===== config.mk =====
export PLATFORM = sky130hd
export DESIGN_NAME = bin_dosing_sequencer
export DESIGN_NICKNAME = d
export VERILOG_FILES = /design/src/sv/bds_pkg.sv /design/src/sv/bds_ctrl.sv /design/src/sv/bin_dosing_sequencer.sv
export SDC_FILE = /design/constraint.sdc
export NUM_CORES = 1
export LEC_CHECK = 0
export BUFFER_PORTS_ARGS = -buffer_cell sky130_fd_sc_hd__buf_2
export CAP_MARGIN = 25
export CORE_UTILIZATION = 40
export DETAILED_ROUTE_END_ITERATION = 6
export GPL_ROUTABILITY_DRIVEN = 0
export SETUP_SLACK_MARGIN = 0.02
export SLEW_MARGIN = 0
export SYNTH_ARGS = -nofsm -noshare
export SYNTH_HDL_FRONTEND = slang
export SYNTH_SLANG_ARGS = --single-unit
export TNS_END_PERCENT = 30

===== constraint.sdc =====
create_clock -name clk_i -period 2.6 [get_ports clk_i]
set_clock_uncertainty 0.05 [all_clocks]
set_input_delay 0.26 -clock clk_i [delete_from_list [all_inputs] [get_ports clk_i]]
set_output_delay 0.26 -clock clk_i [all_outputs]
set_load 0.005 [all_outputs]

===== src/sv/bds_pkg.sv =====
`timescale 1ns / 1ps
// ----------------------------------------------------------------------------
// Bin dosing sequencer package
// Shared types, constants and lane helpers for the sequencer and its control
// step logic.
// ----------------------------------------------------------------------------
package bds_pkg;

  localparam int BIN_COUNT = 4;
  localparam int IdxW      = (BIN_COUNT > 1) ? $clog2(BIN_COUNT) : 1;
  localparam int LaneW     = 4;

  typedef logic [IdxW-1:0]  idx_t;
  typedef logic [LaneW-1:0] lane_t;

  typedef enum logic [3:0] {
    ST_POWER_ON   = 4'd0,
    ST_HOMING     = 4'd1,
    ST_WAIT_START = 4'd2,
    ST_CHECK_BIN  = 4'd3,
    ST_POSITION   = 4'd4,
    ST_OPENING    = 4'd5,
    ST_FILLING    = 4'd6,
    ST_CLOSING    = 4'd7,
    ST_BIN_FINISH = 4'd8,
    ST_BIN_END    = 4'd9,
    ST_END        = 4'd10,
    ST_POWER_OFF  = 4'd11
  } ctrl_state_e;

  typedef struct packed {
    logic  device_running;
    logic  start_cycle;
    logic  count_overflow;
    logic  home_switch;
    lane_t bin_position;
    lane_t gate_open_sense;
    lane_t fill_timeout;
  } in_item_t;

  typedef struct packed {
    logic        step_left;
    logic        step_right;
    lane_t       open_gate;
    lane_t       close_gate;
    lane_t       timer_reset;
    logic        bin_done;
    logic [3:0]  state_code;
    logic        done_res;
  } out_item_t;

  // Drive bits held across ticks.
  typedef struct packed {
    logic  step_left;
    logic  step_right;
    lane_t open_gate;
    lane_t close_gate;
    lane_t timer_reset;
    logic  bin_done;
  } sig_t;

  typedef struct packed {
    ctrl_state_e state;
    idx_t        bin_index;
    sig_t        sig;
  } ctrl_t;

  // Only bins below LaneW have a lane; higher bins read as not set.
  function automatic logic lane_bit(lane_t v, idx_t idx);
    logic [2:0] idx3;
    idx3 = 3'(idx);
    return idx3[2] ? 1'b0 : v[idx3[1:0]];
  endfunction

  function automatic lane_t lane_mask(idx_t idx);
    logic [2:0] idx3;
    idx3 = 3'(idx);
    return idx3[2] ? lane_t'(0) : (lane_t'(1) << idx3[1:0]);
  endfunction

endpackage


===== src/sv/bds_ctrl.sv =====
`timescale 1ns / 1ps
// ----------------------------------------------------------------------------
// Bin dosing control step
// Combinational next-state and result logic for one controller tick.
// ----------------------------------------------------------------------------
module bds_ctrl (
  input  bds_pkg::ctrl_t     cur_i,
  input  bds_pkg::in_item_t  item_i,
  input  bds_pkg::lane_t     bin_pattern_i,
  output bds_pkg::ctrl_t     nxt_o,
  output bds_pkg::out_item_t res_o
);

  bds_pkg::lane_t          mask;
  logic [bds_pkg::IdxW:0]  idx_inc;

  assign mask    = bds_pkg::lane_mask(cur_i.bin_index);
  assign idx_inc = {1'b0, cur_i.bin_index} + (bds_pkg::IdxW + 1)'(1);

  always_comb begin
    nxt_o = cur_i;
    unique case (cur_i.state)
      bds_pkg::ST_POWER_ON: begin
        nxt_o.state = bds_pkg::ST_HOMING;
      end
      bds_pkg::ST_HOMING: begin
        if (item_i.home_switch) begin
          nxt_o.sig.step_right = 1'b0;
          nxt_o.state          = bds_pkg::ST_WAIT_START;
        end else begin
          nxt_o.sig.step_right = 1'b1;
        end
      end
      bds_pkg::ST_WAIT_START: begin
        if (item_i.start_cycle) begin
          nxt_o.state = bds_pkg::ST_CHECK_BIN;
        end
      end
      bds_pkg::ST_CHECK_BIN: begin
        if (bds_pkg::lane_bit(bin_pattern_i, cur_i.bin_index)) begin
          nxt_o.state = bds_pkg::ST_POSITION;
        end else begin
          nxt_o.state        = bds_pkg::ST_BIN_END;
          nxt_o.sig.bin_done = 1'b1;
        end
      end
      bds_pkg::ST_POSITION: begin
        if (bds_pkg::lane_bit(item_i.bin_position, cur_i.bin_index)) begin
          nxt_o.state         = bds_pkg::ST_OPENING;
          nxt_o.sig.open_gate = cur_i.sig.open_gate | mask;
          nxt_o.sig.step_left = 1'b0;
        end else begin
          nxt_o.sig.step_left = 1'b1;
        end
      end
      bds_pkg::ST_OPENING: begin
        if (bds_pkg::lane_bit(item_i.gate_open_sense, cur_i.bin_index)) begin
          nxt_o.sig.open_gate   = cur_i.sig.open_gate & ~mask;
          nxt_o.sig.timer_reset = cur_i.sig.timer_reset | mask;
          nxt_o.state           = bds_pkg::ST_FILLING;
        end
      end
      bds_pkg::ST_FILLING: begin
        if (bds_pkg::lane_bit(item_i.fill_timeout, cur_i.bin_index)) begin
          nxt_o.sig.timer_reset = cur_i.sig.timer_reset & ~mask;
          nxt_o.sig.close_gate  = cur_i.sig.close_gate | mask;
          nxt_o.state           = bds_pkg::ST_CLOSING;
        end
      end
      bds_pkg::ST_CLOSING: begin
        if (!bds_pkg::lane_bit(item_i.gate_open_sense, cur_i.bin_index)) begin
          nxt_o.sig.close_gate = cur_i.sig.close_gate & ~mask;
          nxt_o.state          = bds_pkg::ST_BIN_FINISH;
        end
      end
      bds_pkg::ST_BIN_FINISH: begin
        nxt_o.state        = bds_pkg::ST_BIN_END;
        nxt_o.sig.bin_done = 1'b1;
      end
      bds_pkg::ST_BIN_END: begin
        if (item_i.count_overflow) begin
          nxt_o.state = bds_pkg::ST_END;
        end else begin
          // The bin index wraps to zero after the last bin.
          if (idx_inc >= (bds_pkg::IdxW + 1)'(bds_pkg::BIN_COUNT)) begin
            nxt_o.bin_index = '0;
          end else begin
            nxt_o.bin_index = idx_inc[bds_pkg::IdxW-1:0];
          end
          nxt_o.state        = bds_pkg::ST_WAIT_START;
          nxt_o.sig.bin_done = 1'b0;
        end
      end
      default: begin
        nxt_o.state = bds_pkg::ST_POWER_OFF;
      end
    endcase
  end

  always_comb begin
    res_o.step_left   = nxt_o.sig.step_left;
    res_o.step_right  = nxt_o.sig.step_right;
    res_o.open_gate   = nxt_o.sig.open_gate;
    res_o.close_gate  = nxt_o.sig.close_gate;
    res_o.timer_reset = nxt_o.sig.timer_reset;
    res_o.bin_done    = nxt_o.sig.bin_done;
    res_o.state_code  = nxt_o.state;
    res_o.done_res    = (nxt_o.state == bds_pkg::ST_POWER_OFF) || !item_i.device_running;
  end

endmodule


===== src/sv/bin_dosing_sequencer.sv =====
`timescale 1ns / 1ps
// ----------------------------------------------------------------------------
// Bin dosing sequencer
// Tick-driven controller that homes a container and doses a pattern of bins.
// ----------------------------------------------------------------------------
// Each request is one controller tick of sampled sensor bits and yields one
// result with the drive bits, the state code and the done flag. The block
// takes one request per clock while the output is not stalled. A request is
// held in the input register; the step logic then updates the controller
// state and loads the result register. While a result waits for out_ready_i
// the request behind it stays in the input register and in_ready_o falls.
// The user must write the bin pattern register through cfg_we_i only while
// no request is in flight; the block does not enforce this.
module bin_dosing_sequencer (
  input  logic                clk_i,
  input  logic                rst_ni,
  input  logic                cfg_we_i,
  input  bds_pkg::lane_t      cfg_wdata_i,
  input  logic                in_valid_i,
  output logic                in_ready_o,
  input  bds_pkg::in_item_t   in_data_i,
  output logic                out_valid_o,
  input  logic                out_ready_i,
  output bds_pkg::out_item_t  out_data_o
);

  bds_pkg::lane_t     bin_pattern_q;
  logic               s1_valid_q;
  bds_pkg::in_item_t  s1_item_q;
  bds_pkg::ctrl_t     ctrl_q, ctrl_d;
  logic               out_valid_q;
  bds_pkg::out_item_t out_data_q, res;
  logic               s1_adv;

  assign s1_adv     = s1_valid_q && (!out_valid_q || out_ready_i);
  assign in_ready_o = !s1_valid_q || s1_adv;

  bds_ctrl u_ctrl (
    .cur_i         (ctrl_q),
    .item_i        (s1_item_q),
    .bin_pattern_i (bin_pattern_q),
    .nxt_o         (ctrl_d),
    .res_o         (res)
  );

  always_ff @(posedge clk_i or negedge rst_ni) begin
    if (!rst_ni) begin
      bin_pattern_q <= '0;
      s1_valid_q    <= 1'b0;
      out_valid_q   <= 1'b0;
      ctrl_q.state  <= bds_pkg::ST_POWER_ON;
      ctrl_q.bin_index <= '0;
      ctrl_q.sig    <= '0;
    end else begin
      if (cfg_we_i) begin
        bin_pattern_q <= cfg_wdata_i;
      end
      if (in_ready_o) begin
        s1_valid_q <= in_valid_i;
      end
      if (s1_adv) begin
        ctrl_q      <= ctrl_d;
        out_valid_q <= 1'b1;
      end else if (out_ready_i) begin
        out_valid_q <= 1'b0;
      end
    end
  end

  always_ff @(posedge clk_i) begin
    if (in_ready_o && in_valid_i) begin
      s1_item_q <= in_data_i;
    end
    if (s1_adv) begin
      out_data_q <= res;
    end
  end

  assign out_valid_o = out_valid_q;
  assign out_data_o  = out_data_q;

endmodule


==> impl_metrics.json <==
{
  "route.vias.total": 1824,
  "setup.worst_path.end": "out_data_o[6]$_DFFE_PP_",
  "postSynthCellCount": 209,
  "placementRows": 29,
  "ff_latch_area_um2": 1760,
  "power-per-cell-area_nw_per_um2": 912,
  "worst_path_clk_slew_ns": 0.07,
  "die_height_um": 85.1,
  "worst_hold_startpoint": "in_data_i[9]",
  "maxCapViolCount": 0,
  "rr_startpoint": "ctrl_q[15]$_DFFE_PN0P_",
  "drv_slew": 0,
  "drt_drc_violations_left": 0,
  "layout_commonest_cell": "sky130_fd_sc_hd__buf_2",
  "fin_tns_setup_ns": 0,
  "postCtsSetupBuffers": 0,
  "number_of_nets_in_the_layout": 284,
  "htreeDepth": 3,
  "r2r_end": "out_data_o[6]$_DFFE_PP_",
  "wirelength_um": 5050,
  "synth_fp_nets": 239,
  "avgSynthCellArea_um2": 13.2,
  "layout_min_cycle_time_ns": 2.20,
  "max-clock-path-buffers": 2,
  "min_period_over_period_pct": 84.5,
  "grt_pass1_wl_um": 8470,
  "yosysWarnings": 0,
  "clkLatencyLatePin_ns": 0.34,
  "ioPinCount": 47,
  "ctsHoldBuffers": 1,
  "critical_path.endpoint_type": "flop",
  "initial_util_pct": 42.5,
  "power_leakage_uw": 0.00130,
  "setup_viol_count_final": 0,
  "fillers": 563,
  "drt_iter0_markers": 139,
  "synth_seq_cells": 63,
  "route.detailed.wl_per_inst_um": 15.0,
  "hold_slack_ns": 0.0438,
  "crit_path_start_kind": "flop",
  "worst_pin_slew_ns": 0.669,
  "ys_types": 45,
  "worst_hold_path_type": "in2reg",
  "number_of_buffers_created_by_cts": 9,
  "synthesized_area_um2": 2760,
  "timing.final.hold_violations": 0,
  "crit_required_ns": 2.63,
  "worst_ep_arrival_time_ns": 2.23,
  "grt_start_max_net_pins": 39,
  "synth-edff-count": 36,
  "layout_setup_ws_ns": 0.404,
  "cts_resized": 0,
  "cts.sinks": 63,
  "cts-root-buf": "sky130_fd_sc_hd__clkbuf_8",
  "clock_tree_from_tritoncts": "yes",
  "grt_overflow_total": 0,
  "route.antenna.remaining_nets": 0,
  "most-common-layout-cells": "sky130_fd_sc_hd__buf_2, sky130_fd_sc_hd__edfxtp_1, sky130_fd_sc_hd__dfrtp_1",
  "floorplan.die.width_um": 85.1,
  "synth.yosys.seq_area_share_pct": 63.6,
  "number_of_antenna_violations_at_the_first_check_in_global_routing": 0,
  "multiInputGateArea_um2": 896,
  "gr-usage-all-layers_pct": 15.8,
  "status": "completed",
  "syn_to_final_growth_pct": 17.7,
  "startpoint": "ctrl_q[15]$_DFFE_PN0P_",
  "dominant_synthesized_flop_cell": "sky130_fd_sc_hd__edfxtp_1",
  "r2r_setup_slk_ns": 0.40,
  "antenna_cells_inserted": 0,
  "preCtsSetupSlack_ns": 0.410,
  "avgViaCountPerCell": 5.43,
  "drt_pass1_iterations": 4,
  "r2r_cells": 4,
  "max_slew_margin_pct": 55.4,
  "rsz0062_at_grt": "no",
  "drive_above_1_share_pct": 30.1,
  "synthArstFlopShare_pct": 42.9,
  "number_of_port_buffers": 46,
  "core_um2": 6490,
  "hpwl_after_dpl_um": 3330,
  "fp.dieArea_um2": 7240,
  "max_freq_ghz": 0.455,
  "largest_voltage_drop_on_the_vdd_net_mv": 0.425,
  "highest_fanout_seen_on_the_critical_path": 14,
  "first_global_vias": 1700,
  "path_class": "reg2reg"
}
[per-layer routing]
layer,share of wire [%],up-vias,global-route usage [%],wire (um)
met5,0,-,0,0
met4,1.6,0,8.32,82
met3,6.0,6,5.16,303
met2,44,63,22.6,2240
met1,48,864,21.3,2420
li1,-,891,-,-
[final cells by class]
type | count | share of cell area (%)
Tap cell | 77 | 2.96
Multi-Input combinational cell | 124 | 27.6
Clock inverter | 5 | 1.77
Inverter | 5 | 0.578
Timing Repair Buffer | 51 | 8.70
Clock buffer | 11 | 4.35
Sequential cell | 63 | 54.1
[cells by family (layout without fill, tap and decap cells)]
family	Yosys count	after routing	synth area share (%)
multiplexers	11	11	6.39
buffers and inverters	22	72	3.94
adder cells (fa/ha/maj)	5	5	2.27
AO/OA/AOI/OAI	65	65	14.6
AND/OR/NAND/NOR	42	42	8.84
XOR/XNOR	1	1	0.317
flip-flops	63	63	63.6
[critical path: stages, from the launching register on]
cell,delay (ns)
sky130_fd_sc_hd__dfrtp_1,0.59
sky130_fd_sc_hd__mux4_2,0.64
sky130_fd_sc_hd__and4b_1,0.39
sky130_fd_sc_hd__a21oi_1,0.21
sky130_fd_sc_hd__a21oi_1,0.05
[how the worst min path moves through the flow]
stage,slack (ns),endpoint,cells after the start
finish,0.04,s1_item_q[9]$_DFFE_PP_,1
global route,0.02,s1_item_q[4]$_DFFE_PP_,1
CTS,0.03,s1_item_q[9]$_DFFE_PP_,1
detailed placement,0.28,out_valid_o$_DFFE_PN0P_,1
global placement,0.29,ctrl_q[19]$_DFFE_PN0P_,1
floorplan,-0.09,bin_pattern_q[0]$_DFFE_PN0P_,0
[report_power, final]
group | switching [uW] | internal, uW | total, uW | leakage, uW
Sequential | 138 | 1260 | 1400 | 0.000676
Clock | 389 | 467 | 856 | 0.0000916
Combinational | 385 | 327 | 712 | 0.000533
[cells in the mapped netlist, types with 5 or more instances]
master	instances	area (um2)
sky130_fd_sc_hd__a31oi_1	21	131
sky130_fd_sc_hd__nand2_1	11	41.3
sky130_fd_sc_hd__clkbuf_1	10	37.5
sky130_fd_sc_hd__inv_1	5	18.8
sky130_fd_sc_hd__ha_1	5	62.6
sky130_fd_sc_hd__nor2_1	6	22.5
sky130_fd_sc_hd__a21oi_1	24	120
sky130_fd_sc_hd__mux2_2	7	78.8
sky130_fd_sc_hd__edfxtp_1	36	1080
sky130_fd_sc_hd__nand2b_1	6	37.5
sky130_fd_sc_hd__dfrtp_1	27	676
[registers in the layout, indices dropped and copies added, names as in the netlist]
name / flops
bin_pattern_q: 4
ctrl_q: 21
out_data_o: 20
out_valid_o: 1
s1_item_q: 16
s1_valid_q: 1
[metrics by stage]
step           std cells  power (uW)  utilization [%]  area, um2
3_5_place_dp         319        2120             46.8       3040
3_3_place_gp         319        2120             46.8       3040
2_1_floorplan        209        1930                -       2760
4_1_cts              336        2980             50.0       3250
6_report             336        2960             50.0       3250
5_1_grt              336        3140             50.0       3250
No activity file was read; power rests on OpenSTA's default activity.
